[src/rtl/bls_pkg.sv]
// bounded lifo stack: shared types, codes and constants
// no dependencies; used by bls_seq and bounded_lifo_stack_unit

package bls_pkg;

  localparam int unsigned MAX_DEPTH = 64;
  localparam int unsigned CAP_W     = 7;
  localparam int unsigned WORD_W    = 32;
  localparam logic [CAP_W-1:0]  CAP_RESET = 7'd64;
  localparam logic [WORD_W-1:0] FAIL_WORD = 32'hFFFF_FFFF;
  localparam logic [WORD_W-1:0] ZERO_WORD = 32'h0000_0000;

  typedef enum logic [2:0] {
    OP_PUSH = 3'd0,
    OP_POP  = 3'd1,
    OP_PEEK = 3'd2,
    OP_TOP  = 3'd3,
    OP_PAL  = 3'd4
  } op_e;

  typedef enum logic [1:0] {
    STAT_OK        = 2'd0,
    STAT_OVERFLOW  = 2'd1,
    STAT_UNDERFLOW = 2'd2,
    STAT_BADPOS    = 2'd3
  } status_e;

  typedef enum logic [2:0] {
    ST_IDLE,
    ST_EXEC,
    ST_READ,
    ST_PAL_LO,
    ST_PAL_HI,
    ST_RESP
  } state_e;

  typedef struct packed {
    op_e                      operation;
    logic signed [WORD_W-1:0] push_value;
    logic [CAP_W-1:0]         depth_from_top;
  } req_t;

  typedef struct packed {
    logic signed [WORD_W-1:0] read_data;
    status_e                  status;
    logic                     is_palindrome;
    logic                     empty_flag;
    logic                     full_flag;
    logic [CAP_W-1:0]         entry_count;
  } rsp_t;

endpackage

[src/rtl/bls_ram.sv]
// generic single write port, single read port ram with registered read
// no dependencies

module bls_ram #(
  parameter int unsigned Width = 32,
  parameter int unsigned Depth = 64
) (
  input  logic                     clk_i,
  input  logic                     we_i,
  input  logic [$clog2(Depth)-1:0] waddr_i,
  input  logic [Width-1:0]         wdata_i,
  input  logic [$clog2(Depth)-1:0] raddr_i,
  output logic [Width-1:0]         rdata_o
);

  logic [Width-1:0] mem_q [Depth];
  logic [Width-1:0] rdata_q;

  always_ff @(posedge clk_i) begin
    if (we_i) begin
      mem_q[waddr_i] <= wdata_i;
    end
    rdata_q <= mem_q[raddr_i];
  end

  assign rdata_o = rdata_q;

endmodule

[src/rtl/bls_seq.sv]
// stack sequencer: request decode, fill count, palindrome walk, result register
// depends on bls_pkg; drives the ports of one bls_ram

module bls_seq #(
  parameter int unsigned MaxDepth = bls_pkg::MAX_DEPTH,
  localparam int unsigned AW = $clog2(MaxDepth),
  localparam int unsigned CW = $clog2(MaxDepth + 1)
) (
  input  logic                         clk_i,
  input  logic                         rst_ni,
  input  logic                         in_valid_i,
  input  bls_pkg::req_t                in_req_i,
  output logic                         in_stall_o,
  output logic                         out_valid_o,
  output bls_pkg::rsp_t                out_rsp_o,
  input  logic                         out_stall_i,
  input  logic [bls_pkg::CAP_W-1:0]    cap_i,
  output logic                         ram_we_o,
  output logic [AW-1:0]                ram_waddr_o,
  output logic [bls_pkg::WORD_W-1:0]   ram_wdata_o,
  output logic [AW-1:0]                ram_raddr_o,
  input  logic [bls_pkg::WORD_W-1:0]   ram_rdata_i
);

  localparam int unsigned EW = (CW > bls_pkg::CAP_W) ? CW : bls_pkg::CAP_W;

  bls_pkg::state_e state_q, state_d;
  bls_pkg::req_t   req_q, req_d;
  bls_pkg::rsp_t   out_q, out_d;
  bls_pkg::status_e stat_q, stat_d;
  logic                        out_valid_q, out_valid_d;
  logic [CW-1:0]               count_q, count_d;
  logic [CW-1:0]               lo_q, lo_d;
  logic [CW-1:0]               hi_q, hi_d;
  logic [bls_pkg::WORD_W-1:0]  lo_word_q, lo_word_d;
  logic [bls_pkg::WORD_W-1:0]  data_q, data_d;
  logic                        pal_q, pal_d;

  logic          in_accept;
  logic          load_out;
  logic [EW-1:0] cnt_ext;
  logic [EW-1:0] cap_eff;
  logic [EW-1:0] peek_addr;
  logic [CW-1:0] cnt_dec;
  logic [CW-1:0] lo_next;
  logic          is_full;
  logic          is_empty;
  logic          depth_bad;
  logic          pal_short;
  logic          pal_more;
  logic          words_eq;

  assign in_accept = in_valid_i && !in_stall_o;
  assign in_stall_o = (state_q != bls_pkg::ST_IDLE);
  assign load_out = (state_q == bls_pkg::ST_RESP) && (!out_valid_q || !out_stall_i);

  assign cnt_ext   = EW'(count_q);
  assign cap_eff   = (EW'(cap_i) > EW'(MaxDepth)) ? EW'(MaxDepth) : EW'(cap_i);
  assign is_full   = cnt_ext >= cap_eff;
  assign is_empty  = (count_q == '0);
  assign depth_bad = (req_q.depth_from_top == '0) || (EW'(req_q.depth_from_top) > cnt_ext);
  assign peek_addr = cnt_ext - EW'(req_q.depth_from_top);
  assign cnt_dec   = count_q - CW'(1);
  assign pal_short = count_q < CW'(2);
  assign lo_next   = lo_q + CW'(1);
  assign pal_more  = hi_q > (lo_next + CW'(1));
  assign words_eq  = (ram_rdata_i == lo_word_q);

  // next state
  always_comb begin
    state_d = state_q;
    unique case (state_q)
      bls_pkg::ST_IDLE: begin
        if (in_accept) state_d = bls_pkg::ST_EXEC;
      end
      bls_pkg::ST_EXEC: begin
        unique case (req_q.operation)
          bls_pkg::OP_PUSH: state_d = bls_pkg::ST_RESP;
          bls_pkg::OP_POP,
          bls_pkg::OP_TOP:  state_d = is_empty ? bls_pkg::ST_RESP : bls_pkg::ST_READ;
          bls_pkg::OP_PEEK: state_d = depth_bad ? bls_pkg::ST_RESP : bls_pkg::ST_READ;
          bls_pkg::OP_PAL: begin
            state_d = (is_empty || pal_short) ? bls_pkg::ST_RESP : bls_pkg::ST_PAL_LO;
          end
          default:          state_d = bls_pkg::ST_RESP;
        endcase
      end
      bls_pkg::ST_READ:   state_d = bls_pkg::ST_RESP;
      bls_pkg::ST_PAL_LO: state_d = bls_pkg::ST_PAL_HI;
      bls_pkg::ST_PAL_HI: begin
        state_d = (words_eq && pal_more) ? bls_pkg::ST_PAL_LO : bls_pkg::ST_RESP;
      end
      bls_pkg::ST_RESP: begin
        if (load_out) state_d = bls_pkg::ST_IDLE;
      end
      default: state_d = bls_pkg::ST_IDLE;
    endcase
  end

  // datapath and outputs
  always_comb begin
    req_d       = req_q;
    out_d       = out_q;
    out_valid_d = out_valid_q;
    count_d     = count_q;
    lo_d        = lo_q;
    hi_d        = hi_q;
    lo_word_d   = lo_word_q;
    data_d      = data_q;
    stat_d      = stat_q;
    pal_d       = pal_q;
    ram_we_o    = 1'b0;
    ram_waddr_o = count_q[AW-1:0];
    ram_wdata_o = req_q.push_value;
    ram_raddr_o = '0;

    if (out_valid_q && !out_stall_i) out_valid_d = 1'b0;

    unique case (state_q)
      bls_pkg::ST_IDLE: begin
        if (in_accept) req_d = in_req_i;
      end
      bls_pkg::ST_EXEC: begin
        data_d = bls_pkg::FAIL_WORD;
        stat_d = bls_pkg::STAT_BADPOS;
        pal_d  = 1'b0;
        unique case (req_q.operation)
          bls_pkg::OP_PUSH: begin
            if (is_full) begin
              stat_d = bls_pkg::STAT_OVERFLOW;
            end else begin
              ram_we_o = 1'b1;
              count_d  = count_q + CW'(1);
              data_d   = bls_pkg::ZERO_WORD;
              stat_d   = bls_pkg::STAT_OK;
            end
          end
          bls_pkg::OP_POP: begin
            if (is_empty) begin
              stat_d = bls_pkg::STAT_UNDERFLOW;
            end else begin
              count_d     = cnt_dec;
              ram_raddr_o = cnt_dec[AW-1:0];
              stat_d      = bls_pkg::STAT_OK;
            end
          end
          bls_pkg::OP_PEEK: begin
            if (!depth_bad) begin
              ram_raddr_o = peek_addr[AW-1:0];
              stat_d      = bls_pkg::STAT_OK;
            end
          end
          bls_pkg::OP_TOP: begin
            if (is_empty) begin
              stat_d = bls_pkg::STAT_UNDERFLOW;
            end else begin
              ram_raddr_o = cnt_dec[AW-1:0];
              stat_d      = bls_pkg::STAT_OK;
            end
          end
          bls_pkg::OP_PAL: begin
            pal_d = 1'b1;
            if (is_empty) begin
              stat_d = bls_pkg::STAT_UNDERFLOW;
            end else begin
              data_d      = bls_pkg::ZERO_WORD;
              stat_d      = bls_pkg::STAT_OK;
              lo_d        = '0;
              hi_d        = cnt_dec;
              ram_raddr_o = '0;
            end
          end
          default: begin
            stat_d = bls_pkg::STAT_BADPOS;
          end
        endcase
      end
      bls_pkg::ST_READ: begin
        data_d = ram_rdata_i;
      end
      bls_pkg::ST_PAL_LO: begin
        lo_word_d   = ram_rdata_i;
        ram_raddr_o = hi_q[AW-1:0];
      end
      bls_pkg::ST_PAL_HI: begin
        if (!words_eq) begin
          pal_d = 1'b0;
        end else begin
          lo_d = lo_next;
          if (pal_more) begin
            hi_d        = hi_q - CW'(1);
            ram_raddr_o = lo_next[AW-1:0];
          end
        end
      end
      bls_pkg::ST_RESP: begin
        if (load_out) begin
          out_valid_d         = 1'b1;
          out_d.read_data     = data_q;
          out_d.status        = stat_q;
          out_d.is_palindrome = pal_q;
          out_d.empty_flag    = is_empty;
          out_d.full_flag     = is_full;
          out_d.entry_count   = cnt_ext[bls_pkg::CAP_W-1:0];
        end
      end
      default: begin
        data_d = data_q;
      end
    endcase
  end

  always_ff @(posedge clk_i or negedge rst_ni) begin
    if (!rst_ni) begin
      state_q     <= bls_pkg::ST_IDLE;
      out_valid_q <= 1'b0;
      count_q     <= '0;
    end else begin
      state_q     <= state_d;
      out_valid_q <= out_valid_d;
      count_q     <= count_d;
    end
  end

  always_ff @(posedge clk_i) begin
    req_q     <= req_d;
    out_q     <= out_d;
    lo_q      <= lo_d;
    hi_q      <= hi_d;
    lo_word_q <= lo_word_d;
    data_q    <= data_d;
    stat_q    <= stat_d;
    pal_q     <= pal_d;
  end

  assign out_valid_o = out_valid_q;
  assign out_rsp_o   = out_q;

  // checks
  a_count_bound: assert property (@(posedge clk_i) disable iff (!rst_ni)
    EW'(count_q) <= EW'(MaxDepth))
    else $error("fill count beyond storage");

  a_count_only_exec: assert property (@(posedge clk_i) disable iff (!rst_ni)
    (state_q != bls_pkg::ST_EXEC) |=> $stable(count_q))
    else $error("fill count moved outside decode");

  a_push_room: assert property (@(posedge clk_i) disable iff (!rst_ni)
    ram_we_o |-> (cnt_ext < cap_eff))
    else $error("storage written while full");

  a_walk_order: assert property (@(posedge clk_i) disable iff (!rst_ni)
    (state_q == bls_pkg::ST_PAL_LO || state_q == bls_pkg::ST_PAL_HI)
      |-> (lo_q < hi_q) && (hi_q < count_q))
    else $error("palindrome walk pointers out of order");

  a_out_only_idle: assert property (@(posedge clk_i) disable iff (!rst_ni)
    load_out |=> (state_q == bls_pkg::ST_IDLE) && out_valid_q)
    else $error("result load did not release the sequencer");

endmodule

[src/rtl/bounded_lifo_stack_unit.sv]
// Bounded LIFO stack of signed 32-bit words with programmable capacity.
// One request in flight: a push or failing request passes through ST_EXEC and ST_RESP, a
// pop, peek or read-top also through ST_READ; a palindrome check reads each compared entry
// pair in ST_PAL_LO and ST_PAL_HI (up to count/2 pairs) on the entry ram's single read port.
// The next request is accepted once the result is in the output register.
// Reset clears the fill count and sets capacity to 64; the entry ram is not cleared.

module bounded_lifo_stack_unit #(
  parameter int unsigned MaxDepth = bls_pkg::MAX_DEPTH
) (
  input  logic                      clk_i,
  input  logic                      rst_ni,
  input  logic                      in_valid_i,
  input  bls_pkg::req_t             in_req_i,
  output logic                      in_stall_o,
  output logic                      out_valid_o,
  output bls_pkg::rsp_t             out_rsp_o,
  input  logic                      out_stall_i,
  input  logic                      cfg_valid_i,
  output logic                      cfg_ready_o,
  input  logic [bls_pkg::CAP_W-1:0] cfg_data_i
);

  localparam int unsigned AW = $clog2(MaxDepth);

  logic [bls_pkg::CAP_W-1:0]  cap_q, cap_d;
  logic                       ram_we;
  logic [AW-1:0]              ram_waddr;
  logic [bls_pkg::WORD_W-1:0] ram_wdata;
  logic [AW-1:0]              ram_raddr;
  logic [bls_pkg::WORD_W-1:0] ram_rdata;

  assign cfg_ready_o = 1'b1;

  always_comb begin
    cap_d = cap_q;
    if (cfg_valid_i && cfg_ready_o) cap_d = cfg_data_i;
  end

  always_ff @(posedge clk_i or negedge rst_ni) begin
    if (!rst_ni) begin
      cap_q <= bls_pkg::CAP_RESET;
    end else begin
      cap_q <= cap_d;
    end
  end

  bls_seq #(
    .MaxDepth (MaxDepth)
  ) u_seq (
    .clk_i       (clk_i),
    .rst_ni      (rst_ni),
    .in_valid_i  (in_valid_i),
    .in_req_i    (in_req_i),
    .in_stall_o  (in_stall_o),
    .out_valid_o (out_valid_o),
    .out_rsp_o   (out_rsp_o),
    .out_stall_i (out_stall_i),
    .cap_i       (cap_q),
    .ram_we_o    (ram_we),
    .ram_waddr_o (ram_waddr),
    .ram_wdata_o (ram_wdata),
    .ram_raddr_o (ram_raddr),
    .ram_rdata_i (ram_rdata)
  );

  bls_ram #(
    .Width (bls_pkg::WORD_W),
    .Depth (MaxDepth)
  ) u_ram (
    .clk_i   (clk_i),
    .we_i    (ram_we),
    .waddr_i (ram_waddr),
    .wdata_i (ram_wdata),
    .raddr_i (ram_raddr),
    .rdata_o (ram_rdata)
  );

endmodule

[config.mk]
export PLATFORM = sky130hd
export DESIGN_NAME = bounded_lifo_stack_unit
export DESIGN_NICKNAME = d
export VERILOG_FILES = /design/src/rtl/bls_pkg.sv /design/src/rtl/bls_ram.sv /design/src/rtl/bls_seq.sv /design/src/rtl/bounded_lifo_stack_unit.sv
export SDC_FILE = /design/constraint.sdc
export NUM_CORES = 2
export LEC_CHECK = 0
export CORE_UTILIZATION = 52
export DETAILED_ROUTE_END_ITERATION = 6
export DONT_BUFFER_PORTS = 1
export HOLD_SLACK_MARGIN = 0.03
export PLACE_DENSITY = 0.71
export REMOVE_ABC_BUFFERS = 1
export SLEW_MARGIN = 40
export SYNTH_ARGS = -nofsm -noshare
export SYNTH_HDL_FRONTEND = slang
export SYNTH_SLANG_ARGS = --single-unit
[constraint.sdc]
create_clock -name clk_i -period 6.85 [get_ports clk_i]
set_input_delay 1.37 -clock clk_i [delete_from_list [all_inputs] [get_ports clk_i]]
set_output_delay 1.37 -clock clk_i [all_outputs]
set_load 0.1 [all_outputs]
Word level (Yosys, flattened, before mapping)
Memory sizes are Yosys's and may differ from the RTL's. A register that Yosys moved wholly into a read port is not among the register bits. Index checks and enable logic that the tools add are counted.

Muxes and demuxes: 45. Add/subtract/negate cells: 6. Magnitude comparators: 5. Reduce and logical (&&, ||, !) cells: 27. Equal/unequal tests: 19.

Operators by type and width (count): case mux 32 bit (2 select lines) (2); 2-to-1 mux 32 bit (2); 2-to-1 mux 7 bit (9); case mux 7 bit (2 select lines) (3); == test 32 bit (1); 2-to-1 mux 6 bit (4); adder 7 x 1 -> 7 bit, second input constant (3); 2-to-1 mux 3 bit (6); case mux 3 bit (6 select lines) (1); case mux 6 bit (3 select lines) (1); greater-than comparator 7 bit (2); logical NOT 7 bit (2); subtractor 7 x 1 -> 7 bit, second input constant (2); == test 3 x 2 -> 1 bit, second input constant (4); case mux 6 bit (2 select lines) (1); 2-to-1 mux 1 bit (11); != test 2 x 1 -> 1 bit, second input constant (5); == test 3 bit, second input constant (3); case mux 3 bit (3 select lines) (1); != test 2 bit, second input constant (4); AND reduction 2 bit (4); AND reduction 4 bit (2); >= comparator 7 bit (1); greater-than comparator 7 bit, second input constant (1); 15 further kinds (27).

Memories: 1. Logic and storage cells: 122. Memory bits (writable): 2048. Input bits: 54. Register bits after elaboration: 185. Output and inout port bits: 47.

Memories: u_ram.mem_q (depth 64, width 32, rd ports 1, clocked after Yosys merged registers in 1, write ports 1, line bls_ram.sv:16) `logic [Width-1:0] mem_q [Depth];`.

Logic depth before layout (Yosys ltp)
Word-level depth: 8. Gate-level depth with buffers: 22. Depth with buffers taken out: 18.

Cells and area by module
A second synthesis with hierarchy kept.

Cells, all modules: 3941. Area total of the unflattened synthesis: 86988.4 sq um.

Modules (own cells, without submodules): bls_ram (cells an instance 3324, times used 1, sequential area each 62139.6 sq um, area an instance 78515.3 sq um); bls_seq (cells an instance 600, times used 1, sequential area each 5290.1 sq um, area an instance 8169.1 sq um); bounded_lifo_stack_unit (cells an instance 17, times used 1, sequential area each 176.4 sq um, area an instance 304.0 sq um).

Worst setup path before layout
No wires, ideal clock.

Kind: register -> register. Start: register u_seq.count_q[0] (netlist: u_seq.cnt_ext[0]). End: memory u_ram.mem_q[29][0] (enable). Path buffers: 1. Data required time: 6.389 ns. Data arrival time: 5.056 ns. Setup slack: 1.333 ns. Period minus slack after synthesis: 5.517 ns. Setup time: 0.461 ns. Cell stages (with the launch flop): 14. Cells stage by stage: dfrtp_1 > buf_2 > inv_1 > ha_1 > nand2b_1 > a21o_1 > a21o_1 > a21o_1 > a21o_1 > a21o_1 > a21o_1 > nor4_2 > nand4_1 > nor3_1.

Word-level cells in the longest chain between the ends: 6.

RTL lines: from (decl) (line bls_seq.sv:32) `logic [CW-1:0] count_q, count_d;`; from (signal assigned) (line bls_seq.sv:221) `count_q <= count_d;`; >= comparator 7 bit (line bls_seq.sv:59) `assign is_full = cnt_ext >= cap_eff;`; named net u_seq.is_full (line bls_seq.sv:46) `logic is_full;`; 2-to-1 mux 1 bit (line bls_seq.sv:129) `if (is_full) begin`; 2-to-1 mux 1 bit (line bls_seq.sv:127) `unique case (req_q.operation)`; 2-to-1 mux 1 bit (line bls_seq.sv:119) `unique case (state_q)`; 2-to-1 mux 1 bit (line bls_ram.sv:20) `if (we_i) begin`; 2-to-1 mux 1 bit (not written as such) (line bls_ram.sv:21) `mem_q[waddr_i] <= wdata_i;`; to (decl) (line bls_ram.sv:16).

The timed path passes the listed nets, and every way through them passes these cells.

Worst setup path in the final report
Start: register u_seq.lo_q[0]. End: register u_ram.rdata_q[2] (netlist: u_ram.rdata_o[2]), read port of u_ram.mem_q.

Word-level cells in the longest chain between the ends: 6.

RTL lines: from (decl) (line bls_seq.sv:33) `logic [CW-1:0] lo_q, lo_d;`; from (signal assigned) (line bls_seq.sv:228) `lo_q <= lo_d;`; adder 7 x 1 -> 7 bit * (line bls_seq.sv:65) `assign lo_next = lo_q + CW'(1);`; adder 7 x 1 -> 7 bit (line bls_seq.sv:66) `assign pal_more = hi_q > (lo_next + CW'(1));`; greater-than comparator 7 bit (line bls_seq.sv:66); 2-to-1 mux 6 bit * (line bls_seq.sv:190) `if (pal_more) begin`; 2-to-1 mux 6 bit * (line bls_seq.sv:186) `if (!words_eq) begin`; case mux 6 bit (3 select lines) * (line bls_seq.sv:119); to (decl) (line bls_ram.sv:17) `logic [Width-1:0] rdata_q;`.

Every way passes the cells marked *; elsewhere a longest branch is shown, timed or not. A chain may end at the register's enable or synchronous reset.

==> impl_metrics.toml <==
[power]
switchingPower_w = 0.01154
peakVddDrop_v = 0.0002668
pwr_density_cell_mw_per_mm2 = 363.1
fin_total_pwr_w = 0.03655
p_leak_nw = 34.34
p_comb_frac = 0.207
p_clk_frac = 0.324
power_frac_seq = 0.469
sw_frac_of_total = 0.3156
power.internal_w = 0.02502

[timing]
slew_violations = 0
fin_crit_sh = 0.9156
min_period_ns = 6.272
fmax_mhz = 159.4
finalClockSkew_ns = 0.04682
tightest_slew_ns = 0.9428
whs_ns = 0.1966
fin_tns_setup_ns = 0
max-slew-margin-rel = 0.3697
setup_ws_ns = 0.5784
rsz0062_at_grt = "false"
setup_viol = 0
final_hold_viol_count = 0

[finish]
seq_area_mm2 = 0.06761
layout-drive-gt1-share = 0.1140
n_fill_cell = 12400
syn2layout_area_growth_pct = 13.59
final_area_mm2 = 0.1007
nets = 6373
multiInputGateArea_mm2 = 0.01971

[clock_network]
h-tree-depth = 4
clock_latency_ns = 0.88
cts.sinks = 2265
cts_setup_buffers = 0
cts_max_path_buffers = 3
cts_hold_buf = 0
cts_resized = 0
cts_root_buf = "clkbuf_16"
cts_buffers = 213
clk_pin_slew_ns = 0.06
cts_tree = "done"

[yosys]
synth_cell_types = 75
synth_top_cell_area_share = 0.7506
synth_area_leaders = "edfxtp_1 75%, nand2_1 6.7%, nand3_1 2.9%"
synth_cells = 6169
synthFlopType = "edfxtp_1"
synth_common_cells = "2215 x edfxtp_1, 1593 x nand2_1, 510 x nand3_1"
yosys.area.top_type = "edfxtp_1"
synth_warnings = 0
synth.most_common_cell = "edfxtp_1"
synth-seq-area-share = 0.7629
postSynth.asyncResetShare = 0.007947
synth_edf_count = 2215
avgSynthCellArea_um2 = 14.36
synth.ff_latch_count = 2265
syn_area_mm2 = 0.08861

[critical_path]
path_class = "reg -> reg"
slowest_stage = "o31a_2"
r2r-start = "u_seq.lo_q[0]$_SDFFCE_PN0P_"
r2r_slack_ns = 0.58
startpoint_type = "register"
endpoint_kind = "register"
cpPeakStageDelay_ns = 0.67
crit_arrival_ns = 7.08
critPathMaxFanout = 45
worst-r2r-cell-count = 20
crit_chain = "ha_1 -> xnor2_2 -> nor3b_1 -> nand2_1 -> nor2_1 -> xor2_1 -> ha_1 -> a21oi_1 -> o21ai_0 -> o21bai_1 -> o31a_2 -> buf_12 -> buf_4 -> buf_4 -> nand2_1 -> a31oi_1 -> nand4_1 -> and3_1 -> a21oi_1 -> or3_1"
r2r_end = "u_ram.rdata_o[2]$_DFF_P_"
critical_path_required_ns = 7.66

[placed_design]
dp.final_hpwl_mm = 149.5
pre_cts_ws_ns = 0.8388
place_congestion = 0.9138
numPortBuffers = 0
placed_cell_area_mm2 = 0.09338

[floorplan]
io_pins = 101
die_w_um = 414.8
dieArea_mm2 = 0.1721
num_rows = 151
core_area_mm2 = 0.1693
die_y_um = 414.8
initial_core_util = 0.5235

[route]
routed_via_density = 6.396
ant_nets = 0
routed_wl_mm = 255.6
drc_errors = 7
vias = 55650
wl_per_cell_um = 29.38
first_iter_violations = 9469
drt_pass1_iterations = 7

[outcome]
violations = "DRC"
status = "finished with violations"

[global_routing]
first_global_vias = 51960
antenna_found_initial = 16
grt_overflow_total = 0
grt_usage = 0.2919
grt_pass1_wl_mm = 363.9
grt_start_max_net_pins = 121

[min_path]
min_path_type = "in -> async"

[run]
cap_violations = 0
[final cells by class]
type | instances | share of cell area
Sequential cell | 2265 | 0.6717
Inverter | 23 | 0.0008577
Multi-Input combinational cell | 3499 | 0.1959
Clock inverter | 122 | 0.01229
Clock buffer | 280 | 0.05750
Timing Repair Buffer | 284 | 0.03400
Antenna cell | 9 | 0.0002238
Tap cell | 2218 | 0.02757
[per-stage QoR]
step           instances    util
3_5_place_dp        8282  0.5516
2_1_floorplan       5787       -
6_report            8700  0.5946
5_1_grt             8697  0.5945
4_1_cts             8684  0.5931
3_3_place_gp        8233  0.5448
[sequential cells by signal (all words and copies together), names as in the netlist]
register	count
u_ram.rdata_o	32
u_seq.pal_q	1
u_ram.mem_q	2048
u_seq.out_rsp_o	44
u_seq.out_valid_o	1
u_seq.req_q	10
u_seq.cnt_ext	7
u_seq.stat_q	2
u_seq.lo_q	7
u_seq.state_q	3
u_seq.hi_q	7
u_seq.data_q	32
cap_q	7
u_seq.lo_word_q	32
u_seq.ram_wdata_o	32
[critical path, delay by kind of cell (launching register included)]
kind / cells / cell delay [ns]
xor+xnor: 2 / 0.45
simple gates: 7 / 1.54
compound gates: 6 / 2.17
buf+inv: 3 / 0.92
fa+ha+maj: 2 / 0.58
flops: 1 / 0.50
[per-layer routing]
metal  vias to the layer above  track usage  wire (µm)
met3                       628      0.06788      33570
met4                         6       0.1349      12930
met2                      3997       0.4400     115100
met5                         -            0         34
met1                     27550       0.4050      94040
li1                      23470            -          -
[worst max path at each step]
| stage | slack (ns) | end | cells past startpoint | startpoint |
|---|---|---|---|---|
| 3_5_place_dp | 0.84 | u_ram.rdata_o[2]$_DFF_P_ | 20 | u_seq.lo_q[0]$_SDFFCE_PN0P_ |
| 4_1_cts | 0.75 | u_ram.rdata_o[2]$_DFF_P_ | 20 | u_seq.lo_q[0]$_SDFFCE_PN0P_ |
| 2_1_floorplan | -40.72 | u_ram.rdata_o[24]$_DFF_P_ | 16 | u_seq.lo_q[0]$_SDFFCE_PN0P_ |
| 6_report | 0.58 | u_ram.rdata_o[2]$_DFF_P_ | 20 | u_seq.lo_q[0]$_SDFFCE_PN0P_ |
| 3_3_place_gp | 0.17 | u_ram.rdata_o[0]$_DFF_P_ | 17 | u_seq.lo_q[0]$_SDFFCE_PN0P_ |
| 5_1_grt | 0.39 | u_ram.rdata_o[17]$_DFF_P_ | 20 | u_seq.lo_q[0]$_SDFFCE_PN0P_ |
[power groups by stage]
stage,registers (W),clock network (W),logic (W)
final,0.0171,0.0119,0.00757
after CTS,0.0172,0.0119,0.00729
after detailed placement,0.0175,0,0.00726
after global routing,0.0171,0.0124,0.00791
after global placement,0.0176,0,0.00691
after floorplan,0.0176,0,0.00661
[logic make-up after synthesis]
group / synth area share
xor gates and xnor gates: 0.006128
other: 0.00004232
adders and majority gates: 0.004744
DFF: 0.7629
muxes: 0.02753
AOI/OAI and AO/OA: 0.04917
buffers and inverters: 0.02314
and+or+nand+nor: 0.1263
[cells in the final DEF, fill, tap and decap left out, drive strengths merged, types with 9 or more instances in the layout]
cell type	count
nand2	1593
a31o	32
nor3	11
or3	23
buf	277
nand3	510
dfrtp	17
a211oi	13
and2	16
nor2	146
mux2i	237
a31oi	88
a32oi	216
clkbuf	286
inv	30
o21ai	36
a21o	10
clkinv	89
edfxtp	2215
diode	9
nand4	194
and3	47
nand2b	9
bufinv	20
a32o	13
nor4	10
dfxtp	32
a311oi	9
ha	32
xnor2	54
a21oi	98
(Power assumes the default switching activity.)
